## config.mk

```make
export PLATFORM = sky130hd
export DESIGN_NAME = multi_slot_software_timer_engine
export DESIGN_NICKNAME = d
export VERILOG_FILES = /design/src/mstmr_pkg.sv /design/src/mstmr_ram.sv /design/src/multi_slot_software_timer_engine.sv
export SDC_FILE = /design/constraint.sdc
export NUM_CORES = 2
export LEC_CHECK = 0
export BUFFER_PORTS_ARGS = -buffer_cell sky130_fd_sc_hd__clkbuf_2
export CAP_MARGIN = 5
export CORE_ASPECT_RATIO = 1.75
export CORE_MARGIN = 5
export CORE_UTILIZATION = 45
export DETAILED_ROUTE_END_ITERATION = 12
export GPL_ROUTABILITY_DRIVEN = 0
export PLACE_DENSITY = 0.61
export SYNTH_ARGS = -nofsm -noshare
export SYNTH_HDL_FRONTEND = slang
export SYNTH_SLANG_ARGS = --single-unit
```

## constraint.sdc

```tcl
create_clock -name clk -period 23.5 [get_ports clk]
set_input_delay 3.525 -clock clk [delete_from_list [all_inputs] [get_ports clk]]
set_output_delay 3.525 -clock clk [all_outputs]
set_load 0.01 [all_outputs]
```

## src/mstmr_pkg.sv

```systemverilog
package mstmr_pkg;

	localparam int NUM_SLOTS_DEF = 16;
	localparam int SWITCH_MASK_DEF = 3;

	localparam int IN_DATA_W = 72;
	localparam int IN_USER_W = 2;
	localparam int OUT_DATA_W = 40;
	localparam int OUT_USER_W = 2;

	localparam int TIME_W = 32;
	localparam int PERIOD_W = 29;
	localparam int EVT_W = 32;

	// Multiply by this and shift right by DIV10_SHIFT to divide a 32-bit word by ten.
	localparam logic [31:0] DIV10_RECIP = 32'hCCCC_CCCD;
	localparam int DIV10_SHIFT = 35;

	typedef enum logic [1:0] {
		OP_TICK = 2'd0,
		OP_CONFIG = 2'd1,
		OP_ARM = 2'd2,
		OP_NONE = 2'd3
	} op_t;

	typedef enum logic [1:0] {
		KIND_STATUS = 2'd0,
		KIND_EVENT = 2'd1,
		KIND_TICK = 2'd2
	} kind_t;

	typedef enum logic [1:0] {
		ST_OK = 2'd0,
		ST_NOT_CONFIGURED = 2'd1,
		ST_RUNNING = 2'd2
	} status_t;

endpackage

```

## src/mstmr_ram.sv

```systemverilog
module mstmr_ram #(
	parameter int WIDTH = 32,
	parameter int DEPTH = 16
) (
	input  logic                                       clk,
	input  logic                                       we,
	input  logic [((DEPTH > 1) ? $clog2(DEPTH) : 1)-1:0] waddr,
	input  logic [WIDTH-1:0]                           wdata,
	input  logic [((DEPTH > 1) ? $clog2(DEPTH) : 1)-1:0] raddr,
	output logic [WIDTH-1:0]                           rdata
);

	logic [WIDTH-1:0] mem_q [DEPTH];

	always_ff @(posedge clk) begin
		if (we) begin
			mem_q[waddr] <= wdata;
		end
		rdata <= mem_q[raddr];
	end

endmodule

```

## src/multi_slot_software_timer_engine.sv

```systemverilog
// A configure passes S_CFG_MUL and S_CFG_WR, and an arm S_ARM_RD and S_ARM_WR, before S_REPLY answers; a slot out
// of range goes straight to S_REPLY. A tick with nothing due scans the slots once (S_SCAN_MIN) and then gives its
// tick done; with a due group it also passes S_SCAN_GRP, then S_PICK, S_FIRE and S_FIRE2 for each firing slot.
// Every pass reads the slot memories one entry per cycle through a single shared port, and
// a result that the receiver holds off keeps the sequencer waiting in S_REPLY, S_FIRE2 or S_DONE.
// One item is processed at a time; s_tready is high only while the sequencer is idle.
// arst_n clears the tick counter, the arm sequence and all slot flags; slot memories
// are not cleared, and their contents are used only after they have been written.
module multi_slot_software_timer_engine #(
	parameter int NUM_SLOTS = mstmr_pkg::NUM_SLOTS_DEF,
	parameter int SWITCH_INTERVAL_MASK = mstmr_pkg::SWITCH_MASK_DEF
) (
	input  logic                                clk,
	input  logic                                arst_n,
	input  logic                                s_tvalid,
	output logic                                s_tready,
	// slot[3:0], period_ms[35:4], event_data[67:36], has_sink[68], periodic[69]
	input  logic [mstmr_pkg::IN_DATA_W-1:0]     s_tdata,
	// operation[1:0]
	input  logic [mstmr_pkg::IN_USER_W-1:0]     s_tuser,
	output logic                                m_tvalid,
	input  logic                                m_tready,
	// status[1:0], fired_slot[5:2], fired_data[37:6], task_switch[38]
	output logic [mstmr_pkg::OUT_DATA_W-1:0]    m_tdata,
	// kind[1:0]
	output logic [mstmr_pkg::OUT_USER_W-1:0]    m_tuser,
	output logic                                m_tlast
);

	import mstmr_pkg::*;

	localparam int SW = (NUM_SLOTS > 1) ? $clog2(NUM_SLOTS) : 1;
	localparam int CW = $clog2(NUM_SLOTS + 1);

	typedef enum logic [11:0] {
		S_IDLE     = 12'b0000_0000_0001,
		S_CFG_MUL  = 12'b0000_0000_0010,
		S_CFG_WR   = 12'b0000_0000_0100,
		S_ARM_RD   = 12'b0000_0000_1000,
		S_ARM_WR   = 12'b0000_0001_0000,
		S_REPLY    = 12'b0000_0010_0000,
		S_SCAN_MIN = 12'b0000_0100_0000,
		S_SCAN_GRP = 12'b0000_1000_0000,
		S_PICK     = 12'b0001_0000_0000,
		S_FIRE     = 12'b0010_0000_0000,
		S_FIRE2    = 12'b0100_0000_0000,
		S_DONE     = 12'b1000_0000_0000
	} state_t;

	state_t state_q;

	logic [TIME_W-1:0]   tick_q;
	logic [TIME_W-1:0]   seq_q;
	logic [NUM_SLOTS-1:0] conf_q, run_q, per_q, sink_q, grp_q;

	logic [3:0]          slot_q;
	logic [31:0]         ms_q;
	logic [EVT_W-1:0]    data_q;
	logic                sink_in_q, per_in_q;
	logic [PERIOD_W-1:0] period_q;
	status_t             st_q;

	logic [CW-1:0]       idx_q;
	logic [SW-1:0]       rd_idx_s1;
	logic                rd_vld_s1;
	logic [TIME_W-1:0]   best_q;
	logic                any_q;
	logic [SW-1:0]       win_q;
	logic [TIME_W-1:0]   win_age_q;
	logic                win_any_q;

	logic                m_tvalid_q, m_tlast_q;
	kind_t               kind_q;
	status_t             ostat_q;
	logic [3:0]          oslot_q;
	logic [EVT_W-1:0]    odata_q;
	logic                osw_q;

	logic [SW-1:0]       raddr, arm_addr, in_addr, slot_a;
	logic [TIME_W-1:0]   tmo_rd, order_rd, age, best_n, tmo_wdata;
	logic [PERIOD_W-1:0] period_rd;
	logic [EVT_W-1:0]    data_rd;
	logic [63:0]         prod;
	logic                out_free, fire_go, arm_wr, cfg_wr;
	logic                cand_min, any_n, cand_pk, win_any_n, scan_last, issue;
	logic                in_range;
	logic [7:0]          sw_mask;

	assign sw_mask = 8'(SWITCH_INTERVAL_MASK);
	assign in_addr = SW'(s_tdata[3:0]);
	assign slot_a = SW'(slot_q);
	assign in_range = {28'd0, s_tdata[3:0]} < 32'(NUM_SLOTS);
	assign prod = ms_q * DIV10_RECIP;

	assign out_free = !m_tvalid_q || m_tready;
	assign fire_go = (state_q == S_FIRE2) && (!sink_q[win_q] || out_free);
	assign arm_wr = (state_q == S_ARM_WR) || (fire_go && per_q[win_q]);
	assign cfg_wr = (state_q == S_CFG_WR);
	assign arm_addr = (state_q == S_ARM_WR) ? slot_a : win_q;
	assign tmo_wdata = {{(TIME_W - PERIOD_W){1'b0}}, period_rd} + tick_q;

	assign issue = ((state_q == S_SCAN_MIN) || (state_q == S_SCAN_GRP) ||
		(state_q == S_PICK)) && (idx_q < CW'(NUM_SLOTS));
	assign scan_last = rd_vld_s1 && (rd_idx_s1 == SW'(NUM_SLOTS - 1));

	assign cand_min = rd_vld_s1 && run_q[rd_idx_s1] && (!any_q || (tmo_rd < best_q));
	assign best_n = cand_min ? tmo_rd : best_q;
	assign any_n = any_q || cand_min;

	assign age = seq_q - order_rd;
	assign cand_pk = rd_vld_s1 && grp_q[rd_idx_s1] && (!win_any_q || (age > win_age_q));
	assign win_any_n = win_any_q || cand_pk;

	always_comb begin
		case (state_q)
			S_ARM_RD, S_ARM_WR: raddr = slot_a;
			S_FIRE, S_FIRE2:    raddr = win_q;
			default:            raddr = idx_q[SW-1:0];
		endcase
	end

	mstmr_ram #(.WIDTH(TIME_W), .DEPTH(NUM_SLOTS)) u_timeout (
		.clk(clk), .we(arm_wr), .waddr(arm_addr), .wdata(tmo_wdata),
		.raddr(raddr), .rdata(tmo_rd)
	);

	mstmr_ram #(.WIDTH(TIME_W), .DEPTH(NUM_SLOTS)) u_order (
		.clk(clk), .we(arm_wr), .waddr(arm_addr), .wdata(seq_q),
		.raddr(raddr), .rdata(order_rd)
	);

	mstmr_ram #(.WIDTH(PERIOD_W), .DEPTH(NUM_SLOTS)) u_period (
		.clk(clk), .we(cfg_wr), .waddr(slot_a), .wdata(period_q),
		.raddr(raddr), .rdata(period_rd)
	);

	mstmr_ram #(.WIDTH(EVT_W), .DEPTH(NUM_SLOTS)) u_data (
		.clk(clk), .we(cfg_wr), .waddr(slot_a), .wdata(data_q),
		.raddr(raddr), .rdata(data_rd)
	);

	always_ff @(posedge clk) begin
		if (state_q == S_IDLE) begin
			slot_q <= s_tdata[3:0];
			ms_q <= s_tdata[35:4];
			data_q <= s_tdata[67:36];
			sink_in_q <= s_tdata[68];
			per_in_q <= s_tdata[69];
		end
		if (state_q == S_CFG_MUL) begin
			period_q <= PERIOD_W'(prod >> DIV10_SHIFT);
		end
		rd_idx_s1 <= idx_q[SW-1:0];
	end

	always_ff @(posedge clk or negedge arst_n) begin
		if (!arst_n) begin
			state_q <= S_IDLE;
			tick_q <= '0;
			seq_q <= '0;
			conf_q <= '0;
			run_q <= '0;
			per_q <= '0;
			sink_q <= '0;
			grp_q <= '0;
			st_q <= ST_OK;
			idx_q <= '0;
			rd_vld_s1 <= 1'b0;
			best_q <= '0;
			any_q <= 1'b0;
			win_q <= '0;
			win_age_q <= '0;
			win_any_q <= 1'b0;
			m_tvalid_q <= 1'b0;
			m_tlast_q <= 1'b0;
			kind_q <= KIND_STATUS;
			ostat_q <= ST_OK;
			oslot_q <= '0;
			odata_q <= '0;
			osw_q <= 1'b0;
		end else begin
			rd_vld_s1 <= issue;
			if (issue) begin
				idx_q <= idx_q + CW'(1);
			end
			if (m_tready) begin
				m_tvalid_q <= 1'b0;
			end
			case (state_q)
				S_IDLE: begin
					if (s_tvalid) begin
						case (op_t'(s_tuser))
							OP_TICK: begin
								tick_q <= tick_q + TIME_W'(1);
								idx_q <= '0;
								any_q <= 1'b0;
								state_q <= S_SCAN_MIN;
							end
							OP_CONFIG: begin
								if (in_range) begin
									state_q <= S_CFG_MUL;
								end else begin
									st_q <= ST_NOT_CONFIGURED;
									state_q <= S_REPLY;
								end
							end
							OP_ARM: begin
								if (!in_range) begin
									st_q <= ST_NOT_CONFIGURED;
									state_q <= S_REPLY;
								end else if (!conf_q[in_addr]) begin
									st_q <= ST_NOT_CONFIGURED;
									state_q <= S_REPLY;
								end else if (run_q[in_addr]) begin
									st_q <= ST_RUNNING;
									state_q <= S_REPLY;
								end else begin
									state_q <= S_ARM_RD;
								end
							end
							default: begin
								state_q <= S_IDLE;
							end
						endcase
					end
				end
				S_CFG_MUL: begin
					state_q <= S_CFG_WR;
				end
				S_CFG_WR: begin
					conf_q[slot_a] <= 1'b1;
					per_q[slot_a] <= per_in_q;
					sink_q[slot_a] <= sink_in_q;
					st_q <= ST_OK;
					state_q <= S_REPLY;
				end
				S_ARM_RD: begin
					state_q <= S_ARM_WR;
				end
				S_ARM_WR: begin
					run_q[slot_a] <= 1'b1;
					seq_q <= seq_q + TIME_W'(1);
					st_q <= ST_OK;
					state_q <= S_REPLY;
				end
				S_REPLY: begin
					if (out_free) begin
						m_tvalid_q <= 1'b1;
						m_tlast_q <= 1'b1;
						kind_q <= KIND_STATUS;
						ostat_q <= st_q;
						oslot_q <= '0;
						odata_q <= '0;
						osw_q <= 1'b0;
						state_q <= S_IDLE;
					end
				end
				S_SCAN_MIN: begin
					best_q <= best_n;
					any_q <= any_n;
					if (scan_last) begin
						idx_q <= '0;
						grp_q <= '0;
						if (any_n && (best_n <= tick_q)) begin
							state_q <= S_SCAN_GRP;
						end else begin
							state_q <= S_DONE;
						end
					end
				end
				S_SCAN_GRP: begin
					if (rd_vld_s1 && run_q[rd_idx_s1] && (tmo_rd == best_q)) begin
						grp_q[rd_idx_s1] <= 1'b1;
					end
					if (scan_last) begin
						idx_q <= '0;
						win_any_q <= 1'b0;
						state_q <= S_PICK;
					end
				end
				S_PICK: begin
					if (cand_pk) begin
						win_q <= rd_idx_s1;
						win_age_q <= age;
					end
					win_any_q <= win_any_n;
					if (scan_last) begin
						state_q <= win_any_n ? S_FIRE : S_DONE;
					end
				end
				S_FIRE: begin
					state_q <= S_FIRE2;
				end
				S_FIRE2: begin
					if (fire_go) begin
						grp_q[win_q] <= 1'b0;
						run_q[win_q] <= per_q[win_q];
						if (per_q[win_q]) begin
							seq_q <= seq_q + TIME_W'(1);
						end
						if (sink_q[win_q]) begin
							m_tvalid_q <= 1'b1;
							m_tlast_q <= 1'b0;
							kind_q <= KIND_EVENT;
							ostat_q <= ST_OK;
							oslot_q <= 4'(win_q);
							odata_q <= data_rd;
							osw_q <= 1'b0;
						end
						idx_q <= '0;
						win_any_q <= 1'b0;
						state_q <= S_PICK;
					end
				end
				S_DONE: begin
					if (out_free) begin
						m_tvalid_q <= 1'b1;
						m_tlast_q <= 1'b1;
						kind_q <= KIND_TICK;
						ostat_q <= ST_OK;
						oslot_q <= '0;
						odata_q <= '0;
						osw_q <= ((tick_q[7:0] & sw_mask) == 8'd0);
						state_q <= S_IDLE;
					end
				end
				default: begin
					state_q <= S_IDLE;
				end
			endcase
		end
	end

	assign s_tready = (state_q == S_IDLE);
	assign m_tvalid = m_tvalid_q;
	assign m_tlast = m_tlast_q;
	assign m_tuser = kind_q;
	assign m_tdata = {1'b0, osw_q, odata_q, oslot_q, ostat_q};

endmodule
```

==> metrics.cfg <==
[finish]
nFillCells = 22410
nets = 10410
syn_to_final_growth_pct = 9.822
drive_gt1_share_pct = 8.973

[logic_synthesis]
synth_top_area_cell = edfxtp_1
synth-seq-cells = 2505
synth.area.top_cells = edfxtp_1, fa_1, nand2_1
netlist.area_leader.share_pct = 53.10
syn-num-nets = 10390
yosysSeqAreaShare_pct = 61.11
synth_edf_count = 2099
synth.most_common_cell = edfxtp_1
synth_cells = 9417
synth_common_cells = edfxtp_1, nand2_1, inv_1, ha_1, fa_1
yosysWarnings = 0
syn-cell-area_um2 = 118700
ys_async_sr_fraction_pct = 11.06
avgSynthCellArea_um2 = 12.61
synth_cell_type_count = 89
ys.flop_type = edfxtp_1

[floorplanning]
start_util_pct = 45.20
rows = 249
die_area_um2 = 274600
die_w_um = 398.3
coreArea_um2 = 262600
pin_count = 123
die_h_um = 689.4

[grt]
grt_max_degree = 238
grtUsageTotal_pct = 22.76
grt_pass1_vias = 75270
grt_pass1_wl_mm = 470.7
antenna_found_initial = 7
grt_overflow = 0

[sta]
post-route-min-period_ns = 9.185
setup_viol = 0
whs_ns = 0.4511
clock.fmax_ghz = 0.1089
slew_violations = 0
tightest_slew_ns = 1.376
rsz0062_at_grt = no
fin_crit_sh_pct = 39.08
hold_viol = 0
fin_worst_skew_ns = 0.1215
finalSetupTns_ns = 0
max_slew_margin_pct = 7.609

[clock_network]
root_buffer = clkbuf_16
hold_buffers = 0
cts_tree = yes
cts.sinks = 2505
clk_path_buf_depth = 4
post_cts_buffers = 0
clock_latency_ns = 0.93
path_clk_slew_ns = 0.07
cts_resized = 0
htree_levels = 4
cts_inserted_buffers = 223

[job]
drv_cap = 0

[routing]
vias = 73890
ant_nets = 0
wirelength_mm = 317.3
route.detailed.drc = 0
dr.pass1.iters = 6
viasPerCell = 5.626
first_iter_violations = 5907
wire_per_inst_um = 24.16

[worst_hold_path]
hp-class = flip-flop to flip-flop

[place]
io_buffers = 119
hpwl_mm = 196.6

[worst_setup_path]
cp-start-kind = flip-flop
crit_type = flip-flop to flip-flop
required_ns = 24.12
end_kind = flip-flop
crit_arrival_ns = 9.80
crit_fanout = 8

[run_status]
outcome = finished clean

## path summary, 6_finish.rpt
kind                                  from     endpoint  slack (ns)  cells after the start
setup reg to reg                   ms_q[3]  period_q[6]       14.32                     21
hold reg to reg            u_data.rdata[5]   odata_q[5]        0.45                      1
setup / recovery                   ms_q[3]  period_q[6]       14.32                     21
min in group asynchronous           arst_n   m_tuser[0]        2.65                      1
max in group asynchronous           arst_n   best_q[23]       19.21                      2
hold / removal             u_data.rdata[5]   odata_q[5]        0.45                      1
## cell type report
type / instances / area [um2] / share of cell area, %
Antenna cell: 2 / 5.005 / 0.003839
Clock buffer: 302 / 6152 / 4.719
Clock inverter: 108 / 1136 / 0.8715
Timing Repair Buffer: 252 / 1692 / 1.298
Multi-Input combinational cell: 5764 / 41860 / 32.11
Inverter: 687 / 2579 / 1.978
Tap cell: 3514 / 4397 / 3.373
Sequential cell: 2505 / 72550 / 55.65
## stage by stage
stage / util, % / std cells / setup slack, ns / instance area (um2)
after floorplan: - / 9417 / 14.01 / 118700
after global placement: 46.84 / 12720 / 14.47 / 123000
after detailed placement: 46.84 / 12720 / 14.46 / 123000
after CTS: 49.62 / 13130 / 14.34 / 130300
after global routing: 49.64 / 13130 / 14.11 / 130400
final: 49.64 / 13130 / 14.32 / 130400
## flip-flops by register name (all words and copies together), names as in the netlist, 12 cells and up
signal and flops:
u_period.rdata 29, per_q 16, seq_q 32, odata_q 32, grp_q 16, u_period.mem_q 464, u_order.mem_q 512, state_q 12
u_timeout.mem_q 512, win_age_q 32, u_order.rdata 32, period_q 29, conf_q 16, best_q 32, u_timeout.rdata 32, u_data.mem_q 512
sink_q 16, tick_q 32, u_data.rdata 32, ms_q 32, data_q 32, run_q 16
## critical path: stages, from the launching register on
cell      delay (ns)
edfxtp_1        0.60
ha_1            0.62
xor2_1          0.60
xor2_1          0.31
fa_1            0.48
fa_1            0.57
fa_1            0.45
fa_1            0.46
fa_1            0.49
inv_1           0.05
fa_1            0.50
inv_1           0.05
ha_1            0.28
and4_1          0.25
nand4_1         0.30
o41ai_1         1.06
o211ai_1        0.50
nand2_1         0.35
o21ai_0         0.22
o21bai_1        0.33
a21oi_1         0.14
xnor2_1         0.31
## layout by cell type (no fill, tap or decap), drive strengths merged, types with 115 or more instances in the layout
master     n
edfxtp  2099
nand2   1929
inv      693
ha       506
clkbuf   420
fa       389
nand3    338
o21ai    328
dfrtp    276
and2     275
a211oi   271
a31oi    269
a21oi    184
nor2     153
buf      134
xnor2    131
mux2     130
dfxtp    129
a22oi    115
## layer usage
layer | GRT usage (%) | vias to the layer above | wire length [um]
met1 | 26.25 | 37380 | 117800
met3 | 2.449 | 796 | 14380
met5 | 0 | - | 34
met2 | 41.74 | 2148 | 166200
li1 | - | 33560 | -
met4 | 11.69 | 4 | 18850
## kinds of logic (layout without fill, tap and decap cells)
group / after synthesis / in the layout / synth area share [%]
mux: 172 / 172 / 1.904
other cells: 1 / 3 / 0.003159
buf+inv: 1148 / 1349 / 4.012
simple gates: 2956 / 2956 / 10.93
xor+xnor: 194 / 194 / 1.431
flops: 2505 / 2505 / 61.11
compound gates: 1546 / 1546 / 8.708
fa+ha+maj: 895 / 895 / 11.89
Power is not shown: default switching activity piles up to over one toggle a cycle in this logic, so the estimate is an artifact.
